## config.mk

```make
export PLATFORM = sky130hd
export DESIGN_NAME = multi_width_crc_checksum_engine_core
export DESIGN_NICKNAME = d
export VERILOG_FILES = /design/src/rtl/mwcce_pkg.sv /design/src/rtl/mwcce_step.sv /design/src/rtl/mwcce_finish.sv /design/src/rtl/multi_width_crc_checksum_engine_core.sv
export SDC_FILE = /design/constraint.sdc
export NUM_CORES = 1
export LEC_CHECK = 0
export BUFFER_PORTS_ARGS = -buffer_cell sky130_fd_sc_hd__buf_2
export CORE_UTILIZATION = 40
export CTS_BUF_LIST = sky130_fd_sc_hd__clkbuf_8
export CTS_CLUSTER_DIAMETER = 30
export DETAILED_ROUTE_END_ITERATION = 12
export PLACE_DENSITY = 0.67
export SYNTH_ARGS = -nofsm -noshare
export SYNTH_HDL_FRONTEND = slang
export SYNTH_SLANG_ARGS = --single-unit
```

## constraint.sdc

```tcl
create_clock -name aclk -period 29.5 [get_ports aclk]
set_input_delay 4.425 -clock aclk [delete_from_list [all_inputs] [get_ports aclk]]
set_output_delay 4.425 -clock aclk [all_outputs]
set_load 0.02 [all_outputs]
```

## src/rtl/mwcce_pkg.sv

```systemverilog
// Shared types, method codes and arithmetic helpers for the CRC and checksum engine.
package mwcce_pkg;

    typedef logic [2:0] method_t;
    typedef logic [5:0] width_t;

    localparam method_t METH_NONE  = 3'd0;
    localparam method_t METH_CRC8  = 3'd1;
    localparam method_t METH_CRC16 = 3'd2;
    localparam method_t METH_CRC32 = 3'd3;
    localparam method_t METH_SUM8  = 3'd4;
    localparam method_t METH_SUM16 = 3'd5;
    localparam method_t METH_SUM32 = 3'd6;

    localparam logic CFG_IDX_PREAMBLE = 1'b0;
    localparam logic CFG_IDX_CARGO    = 1'b1;

    localparam logic [31:0] POLY8  = 32'h0000_0007;
    localparam logic [31:0] POLY16 = 32'h0000_8005;
    localparam logic [31:0] POLY32 = 32'h04C1_1DB7;
    localparam logic [31:0] INIT16 = 32'h0000_FFFF;
    localparam logic [31:0] INIT32 = 32'hFFFF_FFFF;

    // Running state of one open section
    typedef struct packed {
        logic [31:0] crc;
        logic [31:0] acc;
        logic [31:0] chunk;
        logic [4:0]  fill;
    } eng_state_t;

    // Closing request handed to the finish stage
    typedef struct packed {
        method_t     meth;
        logic        action;
        logic [31:0] crc;
        logic [31:0] acc;
        logic [31:0] chunk;
        logic        part;
        logic [31:0] rx;
    } fin_req_t;

    function automatic width_t meth_width(method_t m);
        width_t w;
        unique case (m)
            METH_CRC8,  METH_SUM8:  w = 6'd8;
            METH_CRC16, METH_SUM16: w = 6'd16;
            METH_CRC32, METH_SUM32: w = 6'd32;
            default:                w = 6'd0;
        endcase
        return w;
    endfunction

    function automatic logic [31:0] width_mask(width_t w);
        return (w >= 6'd32) ? 32'hFFFF_FFFF : ((32'd1 << w) - 32'd1);
    endfunction

    function automatic logic is_crc(method_t m);
        return (m == METH_CRC8) || (m == METH_CRC16) || (m == METH_CRC32);
    endfunction

    function automatic logic is_sum(method_t m);
        return (m == METH_SUM8) || (m == METH_SUM16) || (m == METH_SUM32);
    endfunction

    // Ones' complement add with end-around carry; operands below 2^w
    function automatic logic [31:0] ones_add(logic [31:0] a, logic [31:0] b, width_t w);
        logic [32:0] s;
        logic        c;
        s = {1'b0, a} + {1'b0, b};
        c = s[w];
        return (s[31:0] + {31'd0, c}) & width_mask(w);
    endfunction

endpackage

```

## src/rtl/mwcce_step.sv

```systemverilog
// Per-request state update: up to eight CRC bit steps and sum chunk packing.
module mwcce_step (
    input  mwcce_pkg::eng_state_t st_cur,
    input  mwcce_pkg::method_t    meth,
    input  logic [7:0]            data_bits,
    input  logic [3:0]            bit_count,
    output mwcce_pkg::eng_state_t st_next
);
    import mwcce_pkg::*;

    width_t      w;
    logic [31:0] mask;
    logic [31:0] poly;
    logic [3:0]  cnt;
    logic [7:0]  data_m;
    logic [4:0]  tidx;
    logic [31:0] crc;
    logic        fb;
    logic [5:0]  shamt;
    logic [39:0] placed;
    logic [5:0]  fill_sum;
    logic        full;
    logic [31:0] chunk;

    always_comb begin
        w      = meth_width(meth);
        mask   = width_mask(w);
        cnt    = (bit_count > 4'd8) ? 4'd8 : bit_count;
        data_m = data_bits & ~(8'hFF >> cnt);
        tidx   = 5'(w - 6'd1);
        unique case (meth)
            METH_CRC8:  poly = POLY8;
            METH_CRC16: poly = POLY16;
            default:    poly = POLY32;
        endcase

        // CRC, MSB first, one bit per step
        crc = st_cur.crc;
        fb  = 1'b0;
        for (int i = 0; i < 8; i++) begin
            if (4'(i) < cnt) begin
                fb  = crc[tidx] ^ data_m[7 - i];
                crc = (crc << 1) & mask;
                if (fb) begin
                    crc = crc ^ poly;
                end
            end
        end

        // Sum: bit k of the window is chunk position k-8, low byte spills
        shamt    = w - {1'b0, st_cur.fill};
        placed   = {32'd0, data_m} << shamt;
        fill_sum = {1'b0, st_cur.fill} + {2'b00, cnt};
        full     = (fill_sum >= w);
        chunk    = st_cur.chunk | placed[39:8];

        st_next = st_cur;
        if (is_crc(meth)) begin
            st_next.crc = crc;
        end
        if (is_sum(meth)) begin
            if (full) begin
                st_next.acc   = ones_add(st_cur.acc, chunk, w);
                st_next.chunk = {24'd0, placed[7:0]} << (w - 6'd8);
                st_next.fill  = 5'(fill_sum - w);
            end else begin
                st_next.chunk = chunk;
                st_next.fill  = fill_sum[4:0];
            end
        end
    end

endmodule

```

## src/rtl/mwcce_finish.sv

```systemverilog
// Closing stage: final fold, width mask, check compare and the result register.
module mwcce_finish (
    input  logic                aclk,
    input  logic                aresetn,
    input  logic                fin_valid,
    output logic                fin_ready,
    input  mwcce_pkg::fin_req_t fin_req,
    output logic                m_valid,
    input  logic                m_ready,
    output logic [31:0]         m_code,
    output logic [5:0]          m_code_bits,
    output logic                m_mismatch
);
    import mwcce_pkg::*;

    logic        m_valid_reg;
    logic [31:0] code_reg;
    logic [5:0]  bits_reg;
    logic        mis_reg;

    width_t      w;
    logic [31:0] mask;
    logic [31:0] code_next;
    logic        mis_next;

    always_comb begin
        w    = meth_width(fin_req.meth);
        mask = width_mask(w);
        if (is_crc(fin_req.meth)) begin
            code_next = ((fin_req.meth == METH_CRC32) ? ~fin_req.crc : fin_req.crc) & mask;
        end else if (is_sum(fin_req.meth)) begin
            code_next = (fin_req.part ? ones_add(fin_req.acc, fin_req.chunk, w)
                                      : fin_req.acc) & mask;
        end else begin
            code_next = 32'd0;
        end
        mis_next = fin_req.action && (w != 6'd0) && ((fin_req.rx & mask) != code_next);
    end

    assign fin_ready = !m_valid_reg || m_ready;

    always_ff @(posedge aclk) begin
        if (!aresetn) begin
            m_valid_reg <= 1'b0;
        end else if (fin_ready) begin
            m_valid_reg <= fin_valid;
        end
    end

    always_ff @(posedge aclk) begin
        if (fin_valid && fin_ready) begin
            code_reg <= code_next;
            bits_reg <= w;
            mis_reg  <= mis_next;
        end
    end

    assign m_valid     = m_valid_reg;
    assign m_code      = code_reg;
    assign m_code_bits = bits_reg;
    assign m_mismatch  = mis_reg;

    a_bits_legal: assert property (@(posedge aclk) disable iff (!aresetn)
        m_valid_reg |-> (bits_reg == 6'd0 || bits_reg == 6'd8 ||
                         bits_reg == 6'd16 || bits_reg == 6'd32))
        else $error("code width not a method width");

    a_mis_needs_code: assert property (@(posedge aclk) disable iff (!aresetn)
        m_valid_reg && mis_reg |-> bits_reg != 6'd0)
        else $error("mismatch flagged with no code");

    a_code_fits: assert property (@(posedge aclk) disable iff (!aresetn)
        m_valid_reg |-> ((code_reg & ~width_mask(bits_reg)) == 32'd0))
        else $error("code wider than its width");

endmodule

```

## src/rtl/multi_width_crc_checksum_engine_core.sv

```systemverilog
// Top level of the CRC-8/16/32 and ones' complement checksum engine.
//
//  channel | direction | handshake           | payload
//  --------+-----------+---------------------+-------------------------------------------
//  s_      | in        | s_valid / s_ready   | action, section, data_bits, bit_count,
//          |           |                     | last, received_code
//  m_      | out       | m_valid / m_ready   | code, code_bits, mismatch (one per last)
//  cfg_    | in        | cfg_valid/cfg_ready | cfg_index (0 preamble, 1 cargo), cfg_data
//
//  One request per cycle sustained while a last request finds room in the closing register.
//  A request moves input register -> section state and closing register -> result
//  register. The critical path is the eight unrolled CRC bit steps.
//  Reset (aresetn low at a clock edge) closes any open section and zeroes both method
//  registers; no clearing pass. A stalled m_ready backs up through the closing
//  register; non-last requests keep flowing while one result waits.
module multi_width_crc_checksum_engine_core (
    input  logic        aclk,
    input  logic        aresetn,
    // input channel
    input  logic        s_valid,
    output logic        s_ready,
    input  logic        s_action,
    input  logic        s_section,
    input  logic [7:0]  s_data_bits,
    input  logic [3:0]  s_bit_count,
    input  logic        s_last,
    input  logic [31:0] s_received_code,
    // result channel
    output logic        m_valid,
    input  logic        m_ready,
    output logic [31:0] m_code,
    output logic [5:0]  m_code_bits,
    output logic        m_mismatch,
    // configuration writes
    input  logic        cfg_valid,
    output logic        cfg_ready,
    input  logic        cfg_index,
    input  logic [2:0]  cfg_data
);
    import mwcce_pkg::*;

    // method registers
    method_t     pre_meth_reg;
    method_t     cargo_meth_reg;

    // input register; method is picked at acceptance
    logic        in_vld_reg;
    logic        in_action_reg;
    logic [7:0]  in_data_reg;
    logic [3:0]  in_cnt_reg;
    logic        in_last_reg;
    logic [31:0] in_rx_reg;
    method_t     in_meth_reg;

    // open-section state
    logic        in_sec_reg;
    method_t     act_meth_reg;
    eng_state_t  st_reg;

    // closing register
    logic        fin_vld_reg;
    fin_req_t    fin_reg;

    method_t     meth_eff;
    eng_state_t  st_start;
    eng_state_t  st_eff;
    eng_state_t  st_next;
    fin_req_t    fin_next;
    logic        fin_ready;
    logic        fin_free;
    logic        in_go;

    assign cfg_ready = 1'b1;

    // A request with no open section starts one with fresh state
    always_comb begin
        meth_eff = in_sec_reg ? act_meth_reg : in_meth_reg;
        st_start = '0;
        if (in_meth_reg == METH_CRC16) begin
            st_start.crc = INIT16;
        end else if (in_meth_reg == METH_CRC32) begin
            st_start.crc = INIT32;
        end
        st_eff = in_sec_reg ? st_reg : st_start;
    end

    mwcce_step u_step (
        .st_cur    (st_eff),
        .meth      (meth_eff),
        .data_bits (in_data_reg),
        .bit_count (in_cnt_reg),
        .st_next   (st_next)
    );

    always_comb begin
        fin_next.meth   = meth_eff;
        fin_next.action = in_action_reg;
        fin_next.crc    = st_next.crc;
        fin_next.acc    = st_next.acc;
        fin_next.chunk  = st_next.chunk;
        fin_next.part   = (st_next.fill != 5'd0);
        fin_next.rx     = in_rx_reg;
    end

    // Flow: only a last request needs room in the closing register
    assign fin_free = !fin_vld_reg || fin_ready;
    assign in_go    = in_vld_reg && (!in_last_reg || fin_free);
    assign s_ready  = !in_vld_reg || in_go;

    always_ff @(posedge aclk) begin
        if (!aresetn) begin
            pre_meth_reg   <= METH_NONE;
            cargo_meth_reg <= METH_NONE;
            in_vld_reg     <= 1'b0;
            in_sec_reg     <= 1'b0;
            act_meth_reg   <= METH_NONE;
            fin_vld_reg    <= 1'b0;
        end else begin
            if (cfg_valid && cfg_ready) begin
                unique case (cfg_index)
                    CFG_IDX_PREAMBLE: pre_meth_reg   <= cfg_data;
                    CFG_IDX_CARGO:    cargo_meth_reg <= cfg_data;
                endcase
            end
            if (s_ready) begin
                in_vld_reg <= s_valid;
            end
            if (in_go) begin
                in_sec_reg   <= !in_last_reg;
                act_meth_reg <= meth_eff;
            end
            if (fin_free) begin
                fin_vld_reg <= in_go && in_last_reg;
            end
        end
    end

    always_ff @(posedge aclk) begin
        if (s_valid && s_ready) begin
            in_action_reg <= s_action;
            in_data_reg   <= s_data_bits;
            in_cnt_reg    <= s_bit_count;
            in_last_reg   <= s_last;
            in_rx_reg     <= s_received_code;
            in_meth_reg   <= s_section ? cargo_meth_reg : pre_meth_reg;
        end
        if (in_go) begin
            st_reg <= st_next;
        end
        if (in_go && in_last_reg && fin_free) begin
            fin_reg <= fin_next;
        end
    end

    mwcce_finish u_finish (
        .aclk        (aclk),
        .aresetn     (aresetn),
        .fin_valid   (fin_vld_reg),
        .fin_ready   (fin_ready),
        .fin_req     (fin_reg),
        .m_valid     (m_valid),
        .m_ready     (m_ready),
        .m_code      (m_code),
        .m_code_bits (m_code_bits),
        .m_mismatch  (m_mismatch)
    );

    // partial chunk never reaches the chunk width
    a_fill_below_width: assert property (@(posedge aclk) disable iff (!aresetn)
        in_sec_reg && is_sum(act_meth_reg) |->
            ({1'b0, st_reg.fill} < meth_width(act_meth_reg)))
        else $error("chunk fill reached width");

    // a waiting closing request is neither lost nor altered
    a_fin_holds: assert property (@(posedge aclk) disable iff (!aresetn)
        fin_vld_reg && !fin_ready |=> fin_vld_reg && $stable(fin_reg))
        else $error("closing request changed while stalled");

    // a last request never leaves the section open
    a_last_closes: assert property (@(posedge aclk) disable iff (!aresetn)
        in_go && in_last_reg |=> !in_sec_reg)
        else $error("section left open after last");

endmodule
```

==> impl_results.md <==
* Proportion of synthesized area in mux cells at 2.50%
* Slew margin rel. at 22.5%
* Largest family of logic cells by synthesized area: compound AO/OA/AOI/OAI gates
* Initial DRC count at 2444
* Initial Util at 40.6%
* Post-synth ARST share at 0%
* First-pass GRT wire length at 127000 um
* Initial antenna violation count at 0
* Fmax at 0.0780 GHz
* DPL Wire Length at 61600 um
* Gr usage total at 26.0%
* Syn Area/Cell at 8.77 sq um
* Placed Cells at 3675
* CTS Sinks at roughly 330
* I/O pin total at 98
* Post-route ant nets at 0
* Leading area contributor after synthesis: edfxtp_1
* Share of the yosys chip area belonging to registers at 39.2%
* Slew Viols, Final at 0
* Antenna cells at 0
* Clock slew at reported path FFs at 0.06 ns
* EDFF count, synth at roughly 320
* CTS tree: built
* Max FO, Critical Path at 48
* Number of global-route vias before repair at between 20000 and 25000
* Post-synthesis adder-cell area fraction at 4.38%
* CTS Buffer Depth at 3
* Gr ovfl total at 0
* Final setup violation count at 0
* Synth Instances at between 2000 and 3000
* WS Path Type: flop to flop
* Final cell area excluding filler cells at 28000 sq um
* Compound-cell area share of the yosys netlist at 23.3%
* Hold_ws at between 0.4 and 0.5 ns
* Final Hold Viols at 0
* Leak at approximately 10 nW
* P per Cell Area at 63.1 nW/um^2
* Final worst-path cycle share at 43.5%
* Post-Synth XOR/XNOR Area at 9.20%
* CP peak stage delay at roughly 0.72 ns
* #FFs+latches synth at approximately 330
* Post-CTS Setup Inserts at 0
* Simple-gate area share of the yosys netlist at between 15 and 20%
* DRT Pass-1 Iters at 6
* Area share of the largest cell type after synthesis at a little under two fifths
* Crit. End Element: flop
* Area Growth Syn to Fin at 11.4%
* Remaining DRCs at 0
* NumNets Final at 3057
* Dpl cell area at 26400 sq um
* Core area at around 62000 sq um
* Largest register FFs at about 130
* Die Footprint at 63800 sq um
* Share of cells above drive strength 1 at a little under an eighth
* WL/cell at 22.2 um
* Max-cap viol count at 0
* Row Count at 91
* Final wirelength at 84400 um
* Skew-Pair Late Insertion Delay at 0.68 ns
* Hold Buf Count CTS at 0
* Most used cell, CP: a31oi_1
* Vias at between 20000 and 25000
* DR vias/cell at 6.03
* Worst hold path type: flop to flop
* Status: complete, no violations
* Number of I/O port buffers at 93
* CTS Root Cell: clkbuf_8
* Cell area after synthesis at 25100 sq um
* GP Congestion at 1.00
* Pin count of the biggest net entering global routing at 91
* Worst Path Required at 29.95 ns
* Fin crit period at between 10 and 15 ns
* Yosys warnings at 0
* Fin cells at 3812
* Slowest stage cell, crit path: dfxtp_4
* Die width at 253 um
* Critical path launch point type: flop
* Clock Skews at roughly 0.045 ns
* Final Power at 1.77 mW
* Arr. time, crit path at between 10 and 15 ns
* Netlist cell types at 106
* Die height at 253 um
* Flop2flop setup slack at between 15 and 20 ns
* Setup TNS at 0 ns
* Unrepaired setup endpoints after global routing: no
* Ranking of synthesized cells by area: edfxtp_1 38%, xnor2_1 5.4%, nand2_1 5.0%
* H-tree depth at 3
* Cts bufs inserted at 75
* Peak VDD IR at 47.1 uV
* Number of gates resized after cts at 0
* Slew @ Worst Pin at 1.16 ns
* Most used DFF post-synth: edfxtp_1
==> critical path, delay by kind of cell, from the launching register on <==
kind / cells / cell delay, ns
adders and majority gates: 1 / 0.15
DFF: 1 / 0.72
buffers and inverters: 5 / 1.71
muxes: 4 / 1.98
and+or+nand+nor: 7 / 2.45
AOI/OAI and AO/OA: 18 / 5.11
xor gates and xnor gates: 2 / 0.48
==> report_power, final <==
part	internal, mW	leakage (nW)	total (mW)	switching [mW]
logic	0.221	6.44	0.666	0.445
registers	0.553	3.13	0.570	0.0164
clock network	0.291	0.827	0.530	0.239
==> cell families (layout without fill, tap and decap cells) <==
family,Yosys count,after routing
other cells,2,4
buf+inv,252,361
simple gates,968,968
xor+xnor,262,262
flops,332,332
mux,59,59
fa+ha+maj,86,86
compound gates,903,903
==> worst paths after layout <==
kind / cells after the start / from / to
min: 0 / in_rx_reg[15] / fin_reg[15]
min reg2reg: 0 / in_rx_reg[15] / fin_reg[15]
max reg2reg: 37 / in_sec_reg / st_reg[95]
max: 37 / in_sec_reg / st_reg[95]
==> cells in the final DEF, fill, tap and decap left out, types with 22 or more instances in the layout <==
cell,Yosys,routed
a211oi_1,38,38
a21o_1,32,32
o21ai_0,228,227
o211ai_1,31,31
nor3_1,48,47
a221oi_1,33,33
a21oi_1,239,236
edfxtp_1,319,319
and3_1,25,25
o21bai_1,22,22
buf_4,5,54
and2_1,52,50
ha_1,83,83
nand2_1,337,337
xor2_1,106,106
nor2_1,304,301
o22ai_1,45,45
clkbuf_8,0,79
inv_1,72,91
a31oi_1,39,38
xnor2_1,155,153
buf_2,6,93
mux2i_1,43,43
nand3_1,74,74
==> stage by stage <==
step	util, %	setup slack (ns)
after floorplan	-	15.60
after global placement	42.8	17.27
after detailed placement	42.8	16.97
after CTS	45.2	16.91
after global routing	45.2	15.89
final	45.2	16.68
==> metal layers <==
layer	global-route usage, %	routed length (um)	share of wire [%]
met2	41.5	37900	45
met3	4.67	7290	8.6
met5	0	0	0
met4	12.7	4400	5.2
met1	33.8	34900	41
==> synth_stat cells, drive strengths merged (11+ instances only) <==
library cell / n
nand2: 337
edfxtp: 319
nor2: 306
a21oi: 240
o21ai: 235
xnor2: 155
clkbuf: 139
xor2: 106
ha: 83
nand3: 75
inv: 74
and2: 54
nor3: 49
mux2i: 46
o22ai: 45
a31oi: 42
a211oi: 39
a221oi: 36
buf: 36
a21o: 32
o211ai: 32
and3: 25
o21bai: 22
or3: 18
o21a: 17
o221ai: 17
or2: 17
a21boi: 16
nor2b: 16
a22oi: 15
nand4: 15
a22o: 14
dfxtp: 13
mux2: 13
nand2b: 13
nor4: 11
==> area by class of cell <==
type / count / area, sq um
Inverter: 77 / 289
Multi-Input combinational cell: 2282 / 14400
Clock inverter: 58 / 444
Clock buffer: 79 / 1090
Tap cell: 837 / 1050
Fill cell: 6019 / 33900
Sequential cell: 332 / 9840
Timing Repair Buffer: 147 / 871
Power figures use the tool's default switching activity.
